### src/imh_pkg.sv
// ----------------------------------------------------------------------------
// imh_pkg
// Shared types and codes for the indexed min-heap unit.
// ----------------------------------------------------------------------------
package imh_pkg;

  typedef enum logic [1:0] {
    CMD_INSERT   = 2'd0,
    CMD_EXTRACT  = 2'd1,
    CMD_DECREASE = 2'd2,
    CMD_NONE     = 2'd3
  } cmd_t;

  typedef enum logic [2:0] {
    ST_OK        = 3'd0,
    ST_EMPTY     = 3'd1,
    ST_FULL      = 3'd2,
    ST_ABSENT    = 3'd3,
    ST_NOT_LOWER = 3'd4,
    ST_DUPLICATE = 3'd5
  } status_t;

  typedef enum logic [3:0] {
    S_IDLE,
    S_DEC_RD,
    S_DEC_CHK,
    S_EXT_RD,
    S_EXT_MOVE,
    S_UP_RD,
    S_UP_CMP,
    S_DN_RD,
    S_DN_RDR,
    S_DN_CMP,
    S_DN_CMPR,
    S_DONE
  } state_t;

  localparam int KEY_W  = 6;
  localparam int PRIO_W = 32;

endpackage

### src/imh_ram.sv
// ----------------------------------------------------------------------------
// imh_ram
// Single-port-write, single-port-read synchronous RAM with registered read.
// ----------------------------------------------------------------------------
module imh_ram #(
  parameter int WIDTH = 8,
  parameter int DEPTH = 64
) (
  input  logic                     clk,
  input  logic                     we,
  input  logic [$clog2(DEPTH)-1:0] waddr,
  input  logic [WIDTH-1:0]         wdata,
  input  logic [$clog2(DEPTH)-1:0] raddr,
  output logic [WIDTH-1:0]         rdata
);

  logic [WIDTH-1:0] mem [DEPTH];

  always_ff @(posedge clk) begin
    if (we) begin
      mem[waddr] <= wdata;
    end
    rdata <= mem[raddr];
  end

endmodule

### src/indexed_min_heap_unit.sv
// ----------------------------------------------------------------------------
// indexed_min_heap_unit
// Binary min-heap of key and priority pairs with a key-to-slot table.
// ----------------------------------------------------------------------------
//  channel  | valid     | stall     | payload
//  request  | in_valid  | in_stall  | cmd, key, priority_req
//  result   | out_valid | out_stall | out_key, out_priority, status,
//           |           |           | entry_count, heap_empty
//
// One request is handled at a time; one rejected at acceptance, or a no-op,
// goes straight from the idle to the done state. A sift level passes S_UP_RD
// and S_UP_CMP going up and S_DN_RD, S_DN_RDR, S_DN_CMP and S_DN_CMPR going
// down, set by the one read port of the slot memory. Reset clears the
// presence bits and the count at once. A new request is taken only once the
// previous result leaves, at the earliest in the cycle in which it does.
// ----------------------------------------------------------------------------
module indexed_min_heap_unit #(
  parameter int CAPACITY  = 64,
  parameter int KEY_SPACE = 64
) (
  input  logic                      clk,
  input  logic                      rst,
  input  logic                      in_valid,
  output logic                      in_stall,
  input  logic [1:0]                cmd,
  input  logic [imh_pkg::KEY_W-1:0] key,
  input  logic signed [31:0]        priority_req,
  output logic                      out_valid,
  input  logic                      out_stall,
  output logic [imh_pkg::KEY_W-1:0] out_key,
  output logic signed [31:0]        out_priority,
  output logic [2:0]                status,
  output logic [6:0]                entry_count,
  output logic                      heap_empty
);

  localparam int SW = $clog2(CAPACITY);
  localparam int KW = $clog2(KEY_SPACE);
  localparam int CW = $clog2(CAPACITY + 1);
  localparam int EW = imh_pkg::KEY_W + 32;

  imh_pkg::state_t state, state_next;

  logic [KEY_SPACE-1:0] present;
  logic [CW-1:0]        fill;
  logic signed [31:0]   prio_r;
  logic [SW-1:0]        pos;
  logic [SW-1:0]        best;
  logic signed [31:0]   cur_p;
  logic [imh_pkg::KEY_W-1:0] cur_k;
  logic signed [31:0]   best_p;
  logic [imh_pkg::KEY_W-1:0] best_k;
  logic                 res_pend;

  logic          s_we;
  logic [SW-1:0] s_wa, s_ra;
  logic [EW-1:0] s_wd, s_rd;
  logic          k_we;
  logic [KW-1:0] k_wa, k_ra;
  logic [SW-1:0] k_wd, k_rd;

  imh_ram #(.WIDTH(EW), .DEPTH(CAPACITY)) u_slots (
    .clk(clk), .we(s_we), .waddr(s_wa), .wdata(s_wd), .raddr(s_ra), .rdata(s_rd)
  );
  imh_ram #(.WIDTH(SW), .DEPTH(KEY_SPACE)) u_pos (
    .clk(clk), .we(k_we), .waddr(k_wa), .wdata(k_wd), .raddr(k_ra), .rdata(k_rd)
  );

  logic [imh_pkg::KEY_W-1:0] rd_k;
  logic signed [31:0]        rd_p;
  assign rd_k = s_rd[EW-1:32];
  assign rd_p = s_rd[31:0];

  logic          in_space;
  logic          key_pres;
  logic [KW-1:0] key_idx;
  logic [SW+1:0] lchild, rchild;
  logic [SW-1:0] parent;
  assign key_idx  = KW'(key);
  assign in_space = ({{(32-imh_pkg::KEY_W){1'b0}}, key} < 32'(KEY_SPACE));
  assign key_pres = in_space && present[key_idx];
  assign lchild   = {1'b0, pos, 1'b1};
  assign rchild   = {1'b0, pos, 1'b0} + (SW+2)'(2);
  assign parent   = (pos - SW'(1)) >> 1;

  logic accept;
  assign in_stall = (state != imh_pkg::S_IDLE) || (res_pend && out_stall);
  assign accept   = in_valid && !in_stall;

  logic finish;
  assign finish = (state == imh_pkg::S_DONE);

  logic l_valid;
  logic r_valid;
  logic r_better;
  assign l_valid  = (lchild < (SW+2)'(fill));
  assign r_valid  = (rchild < (SW+2)'(fill));
  assign r_better = r_valid && (rd_p < best_p);

  always_comb begin
    state_next = state;
    case (state)
      imh_pkg::S_IDLE: begin
        if (accept) begin
          state_next = imh_pkg::S_DONE;
          case (imh_pkg::cmd_t'(cmd))
            imh_pkg::CMD_INSERT:
              if (in_space && !key_pres && fill < CW'(CAPACITY)) begin
                state_next = imh_pkg::S_UP_RD;
              end
            imh_pkg::CMD_EXTRACT:
              if (fill != '0) begin
                state_next = imh_pkg::S_EXT_RD;
              end
            imh_pkg::CMD_DECREASE:
              if (key_pres) begin
                state_next = imh_pkg::S_DEC_RD;
              end
            default: state_next = imh_pkg::S_DONE;
          endcase
        end
      end
      imh_pkg::S_DEC_RD:  state_next = imh_pkg::S_DEC_CHK;
      imh_pkg::S_DEC_CHK: state_next = (prio_r < rd_p) ? imh_pkg::S_UP_RD : imh_pkg::S_DONE;
      imh_pkg::S_EXT_RD:  state_next = imh_pkg::S_EXT_MOVE;
      imh_pkg::S_EXT_MOVE: state_next = (fill != '0) ? imh_pkg::S_DN_RD : imh_pkg::S_DONE;
      imh_pkg::S_UP_RD:   state_next = (pos == '0) ? imh_pkg::S_DONE : imh_pkg::S_UP_CMP;
      imh_pkg::S_UP_CMP:  state_next = (cur_p < rd_p) ? imh_pkg::S_UP_RD : imh_pkg::S_DONE;
      imh_pkg::S_DN_RD:   state_next = l_valid ? imh_pkg::S_DN_RDR : imh_pkg::S_DONE;
      imh_pkg::S_DN_RDR:  state_next = imh_pkg::S_DN_CMP;
      imh_pkg::S_DN_CMP:  state_next = imh_pkg::S_DN_CMPR;
      imh_pkg::S_DN_CMPR: state_next = (best != pos || r_better)
                                       ? imh_pkg::S_DN_RD : imh_pkg::S_DONE;
      imh_pkg::S_DONE:    state_next = imh_pkg::S_IDLE;
      default:            state_next = imh_pkg::S_IDLE;
    endcase
  end

  always_comb begin
    s_we = 1'b0;
    s_wa = pos;
    s_wd = {cur_k, cur_p};
    s_ra = pos;
    k_we = 1'b0;
    k_wa = KW'(cur_k);
    k_wd = pos;
    k_ra = key_idx;
    case (state)
      imh_pkg::S_IDLE: begin
        s_ra = '0;
        k_ra = key_idx;
      end
      imh_pkg::S_DEC_RD: s_ra = k_rd;
      imh_pkg::S_EXT_RD: s_ra = SW'(fill - CW'(1));
      imh_pkg::S_UP_RD: begin
        s_ra = parent;
        s_we = 1'b1;
        k_we = 1'b1;
      end
      imh_pkg::S_UP_CMP: begin
        if (cur_p < rd_p) begin
          s_we = 1'b1;
          s_wa = pos;
          s_wd = s_rd;
          k_we = 1'b1;
          k_wa = KW'(rd_k);
          k_wd = pos;
        end
      end
      imh_pkg::S_DN_RD: begin
        s_ra = lchild[SW-1:0];
        s_we = 1'b1;
        k_we = 1'b1;
      end
      imh_pkg::S_DN_CMP: s_ra = rchild[SW-1:0];
      imh_pkg::S_DN_CMPR: begin
        if (best != pos || r_better) begin
          s_we = 1'b1;
          s_wa = pos;
          s_wd = r_better ? s_rd : {best_k, best_p};
          k_we = 1'b1;
          k_wa = r_better ? KW'(rd_k) : KW'(best_k);
          k_wd = pos;
        end
      end
      default: s_ra = pos;
    endcase
  end

  always_ff @(posedge clk) begin
    if (rst) begin
      state    <= imh_pkg::S_IDLE;
      present  <= '0;
      fill     <= '0;
      res_pend <= 1'b0;
      out_valid <= 1'b0;
    end else begin
      state <= state_next;
      if (finish) begin
        out_valid   <= 1'b1;
        res_pend    <= 1'b1;
        entry_count <= 7'(fill);
        heap_empty  <= (fill == '0);
      end else if (out_valid && !out_stall) begin
        out_valid <= 1'b0;
        res_pend  <= 1'b0;
      end
      case (state)
        imh_pkg::S_IDLE: begin
          if (accept) begin
            prio_r       <= priority_req;
            out_key      <= '0;
            out_priority <= '0;
            cur_k        <= key;
            cur_p        <= priority_req;
            pos          <= SW'(fill);
            case (imh_pkg::cmd_t'(cmd))
              imh_pkg::CMD_INSERT: begin
                if (!in_space) begin
                  status <= imh_pkg::ST_ABSENT;
                end else if (key_pres) begin
                  status <= imh_pkg::ST_DUPLICATE;
                end else if (fill >= CW'(CAPACITY)) begin
                  status <= imh_pkg::ST_FULL;
                end else begin
                  status <= imh_pkg::ST_OK;
                  present[key_idx] <= 1'b1;
                  fill <= fill + CW'(1);
                end
              end
              imh_pkg::CMD_EXTRACT: begin
                if (fill == '0) begin
                  status <= imh_pkg::ST_EMPTY;
                end else begin
                  status <= imh_pkg::ST_OK;
                end
              end
              imh_pkg::CMD_DECREASE: begin
                if (!key_pres) begin
                  status <= imh_pkg::ST_ABSENT;
                end else begin
                  status <= imh_pkg::ST_OK;
                end
              end
              default: status <= imh_pkg::ST_OK;
            endcase
          end
        end
        imh_pkg::S_DEC_RD: pos <= k_rd;
        imh_pkg::S_DEC_CHK: begin
          if (!(prio_r < rd_p)) begin
            status <= imh_pkg::ST_NOT_LOWER;
          end
          cur_k <= rd_k;
        end
        imh_pkg::S_EXT_RD: begin
          out_key      <= rd_k;
          out_priority <= rd_p;
          present[KW'(rd_k)] <= 1'b0;
          fill <= fill - CW'(1);
        end
        imh_pkg::S_EXT_MOVE: begin
          cur_k <= rd_k;
          cur_p <= rd_p;
          pos   <= '0;
        end
        imh_pkg::S_UP_CMP: begin
          if (cur_p < rd_p) begin
            pos <= parent;
          end
        end
        imh_pkg::S_DN_RD: begin
          best   <= pos;
          best_k <= cur_k;
          best_p <= cur_p;
        end
        imh_pkg::S_DN_RDR: begin
          if (rd_p < cur_p) begin
            best   <= lchild[SW-1:0];
            best_k <= rd_k;
            best_p <= rd_p;
          end
        end
        imh_pkg::S_DN_CMPR: begin
          if (r_better) begin
            pos <= rchild[SW-1:0];
          end else if (best != pos) begin
            pos <= best;
          end
        end
        default: pos <= pos;
      endcase
    end
  end

  assert property (@(posedge clk) disable iff (rst) fill <= CW'(CAPACITY))
    else $error("entry count above capacity");
  assert property (@(posedge clk) disable iff (rst)
    accept |=> state != imh_pkg::S_IDLE)
    else $error("request accepted without starting work");
  assert property (@(posedge clk) disable iff (rst)
    finish |=> out_valid)
    else $error("finished request produced no result");
  assert property (@(posedge clk) disable iff (rst)
    out_valid |-> (heap_empty == (entry_count == 7'd0)))
    else $error("empty flag disagrees with count");

endmodule
### config.mk
export PLATFORM = sky130hd
export DESIGN_NAME = indexed_min_heap_unit
export DESIGN_NICKNAME = d
export VERILOG_FILES = /design/src/imh_pkg.sv /design/src/imh_ram.sv /design/src/indexed_min_heap_unit.sv
export SDC_FILE = /design/constraint.sdc
export NUM_CORES = 2
export LEC_CHECK = 0
export ABC_AREA = 0
export BUFFER_PORTS_ARGS = -buffer_cell sky130_fd_sc_hd__buf_2
export CAP_MARGIN = 25
export CORE_ASPECT_RATIO = 2
export CORE_UTILIZATION = 40
export DETAILED_ROUTE_END_ITERATION = 10
export PLACE_DENSITY = 0.67
export SLEW_MARGIN = 20
export SYNTH_ARGS = -nofsm -noshare
export SYNTH_HDL_FRONTEND = slang
export SYNTH_SLANG_ARGS = --single-unit
export TNS_END_PERCENT = 30
### constraint.sdc
create_clock -name clk -period 13.6 [get_ports clk]
set_clock_uncertainty 0.05 [all_clocks]
set_input_delay 2.72 -clock clk [delete_from_list [all_inputs] [get_ports clk]]
set_output_delay 2.72 -clock clk [all_outputs]
set_load 0.02 [all_outputs]
==> summary.md <==
| Metric | Value |
|---|---|
| Gr ovfl total | `0` |
| RSZ-0062 raised after global routing | `no` |
| Max Transition Viols Final | `0` |
| CTS buffer count | `240` |
| # setup viols final | `0` |
| Post-CTS Hold Buffers | `0` |
| Cells after synthesis | `9449` |
| Post-cts resize count | `0` |
| Crit share post-route | `0.539` |
| Worst-Skew Late Latency | `0.94 ns` |
| Syn nets | `between 9000 and 10000` |
| Power Density | `230 mW/mm^2` |
| CP max stage delay | `0.94 ns` |
| Standby leakage power | `0.0480 uW` |
| Largest net degree at the start of global routing | `178` |
| RePlAce Congestion | `0.903` |
| First-pass GRT wire length | `532000 um` |
| # rows | `291` |
| CP Launch Type | `register` |
| Final Hold Slack | `0.453 ns` |
| Reg2Reg Setup Slack | `~6.3 ns` |
| Detail Route Antenna Nets | `0` |
| I/O Pins | `95` |
| Buffer depth of the longest clock path | `4` |
| Register area | `0.0920 mm^2` |
| Core ar. | `0.313 mm^2` |
| Area Overhead vs Synth | `10.7%` |
| Multi-input gate area in the final layout | `0.0316 mm^2` |
| Setup_tns | `0 ns` |
| CP startpoint | `pos[0]$_DFFE_PP_` |
| Clock Pin Slew Worst Setup and Hold Paths | `0.07 ns` |
| Die W | `399 um` |
| Worst hold start | `present[19]$_SDFFE_PP0P_` |
| I/O Buffers | `94` |
| DPL Wire Length | `around 220000 um` |
| Top cells by area, synth | `edfxtp_1, nand2_1, mux2i_1` |
| Final Cell Area | `0.139 mm^2` |
| Placed inst area | `0.132 mm^2` |
| Worst Hold Path EP | `present[19]$_SDFFE_PP0P_` |
| Status | `finished, final reports clean` |
| Endpoints failing hold | `0` |
| Non-filler cells, final | `13700` |
| VDD IR-drop max | `0.346 mV` |
| Yosys reg bits | `3105` |
| Syn Std Cell Area | `0.126 mm^2` |
| Wire length per cell | `27.0 um` |
| Crit-path max FO | `70` |
| Worst r2r src | `pos[0]$_DFFE_PP_` |
| Routed WL | `369000 um` |
| Register area share after synthesis | `0.731` |
| Commonest non-fill, non-tap cell in the layout | `edfxtp_1` |
| Final critical-path required period | `7.33 ns` |
| Post-synth EDFFs | `between 2000 and 3000` |
| CP arrival | `7.86 ns` |
| Die height | `796 um` |
| Initial DRC Count | `between 8000 and 9000` |
| Initial antenna violation count | `18` |
| Largest area contributor in the netlist | `edfxtp_1` |
| First drt pass iteration count | `9` |
| Worst min-delay path class | `register to register` |
| Clock Tree Root | `clkbuf_16` |
| Max Cap Violations | `0` |
| CP max-delay cell | `nor3_1` |
| Critical path class | `register to register` |
| Worst reg-to-reg path cell count | `15` |
| Crit end category | `register` |
| Worst-margin pin slew | `1.07 ns` |
| Filler cell count | `roughly 27000` |
| Die area | `0.317 mm^2` |
| Drt drc | `0` |
| Warnings from Yosys | `0` |
| Max-slew headroom | `0.285` |
| Setup Buffers After CTS | `0` |
| Share of cells above drive strength 1 | `0.0886` |
| Required time of the critical path | `14.12 ns` |
| Most frequent cells in the layout | `edfxtp_1, nand2_1, o21ai_0` |
| Critical-path cell list | `buf_4, inv_1, ha_1, ha_1, o21ai_1, a21oi_1, o211a_1, or4_1, mux2i_2, or2_1, buf_4, a221o_2, buf_4, nand2_1, nor3_1` |
| Vias in the first global route | `80900` |
| Nets | `9540` |
| Area share of the largest cell type after synthesis | `0.711` |
| H-Tree Depth | `4` |
| Via Count | `81100` |
| Initial core utilization | `0.402` |
| CTS tree | `done` |
| Overall Power | `32100 uW` |
| Hold path depth | `2` |
| Total Routing Usage GR | `0.226` |
| Async set-reset flop share out of synthesis | `0` |
| Fmax | `136 MHz` |
| Most used cell, CP | `buf_4` |
| CTS Sinks | `3105` |
| Avg Vias per Cell | `~6` |
| Yosys cell types | `94` |
| Main synth FF type | `edfxtp_1` |
| Crit Reg-Reg Endpoint | `u_pos.mem[58][5]$_DFFE_PP_` |
| Mean Syn Cell Area | `13.3 um^2` |
| Inst Count DP | `13200` |
## cells in the mapped netlist, types with 151 or more instances
cell and number:
a21oi_1 396, and3_1 441, clkbuf_1 388, edfxtp_1 2985, inv_1 151, mux2i_1 292
nand2_1 2008, nand3_1 304, nand4_1 191, nor2_1 325, nor3_1 187, o21ai_0 467
## worst max-delay path by stage
stage                                 endpoint
floorplan             out_key[0]$_SDFFCE_PN0P_
detailed placement  u_pos.mem[58][0]$_DFFE_PP_
global route        u_pos.mem[26][3]$_DFFE_PP_
global placement    u_pos.mem[58][2]$_DFFE_PP_
CTS                 u_pos.mem[40][0]$_DFFE_PP_
finish              u_pos.mem[58][5]$_DFFE_PP_
## worst max-delay path, delay by kind of cell, from the launching register on
family | cells | cell delay [ns]
simple gates | 4 | 2.35
mux | 1 | 0.43
buf+inv | 4 | 1.87
compound gates | 4 | 0.74
fa+ha+maj | 2 | 0.74
flops | 1 | 0.72
## flip-flops by register name (all words and copies together), names as in the netlist, 3 cells and up
| name | cells |
|---|---|
| status | 3 |
| u_pos.mem | 384 |
| u_slots.rdata | 38 |
| best_k | 6 |
| u_pos.rdata | 6 |
| pos | 6 |
| out_key | 6 |
| best | 6 |
| u_slots.mem | 2432 |
| cur_p | 32 |
| fill | 7 |
| present | 64 |
| prio_r | 32 |
| entry_count | 7 |
| best_p | 32 |
| state | 4 |
| cur_k | 6 |
| out_priority | 32 |
## report_power, final
part / leakage [uW] / switching [uW] / total [uW] / internal [uW]
Combinational: 0.0163 / 9380 / 12800 / 3400
Clock: 0.00381 / 3350 / 7170 / 3820
Sequential: 0.0279 / 347 / 12100 / 11800
## final cells by class
class                   count  area share
flip-flops and latches   3105       0.660
multi-input cells        5584       0.227
clock buffers             300      0.0462
well taps                4102      0.0368
repair buffers            302      0.0160
clock inverters           134     0.00976
inverters                 153     0.00413
diodes                      6    0.000108
## metal layers
metal  vias up  part of all wire  GRT usage
li1      35100                 -          -
met4        12             0.074      0.154
met2      4107              0.52      0.409
met5         -           0.00022          0
met3      1164             0.070     0.0281
met1     40600              0.33      0.244
## kinds of logic (layout without fill, tap and decap cells)
logic type / after synthesis / count (layout) / synth area share
simple gates: 3567 / 3567 / 0.127
flops: 3105 / 3105 / 0.731
compound gates: 1527 / 1527 / 0.0762
buf+inv: 760 / 889 / 0.0241
mux: 357 / 357 / 0.0296
fa+ha+maj: 110 / 110 / 0.0109
xor+xnor: 23 / 23 / 0.00160
other cells: 0 / 6 / 0
## stage by stage
stage                     utilization  setup slack [ns]
after floorplan                     -              6.21
after global placement          0.420              6.41
after detailed placement        0.420              6.28
after CTS                       0.445              6.31
after global routing            0.445              5.94
final                           0.445              6.27
Power figures use the tool's default switching activity.
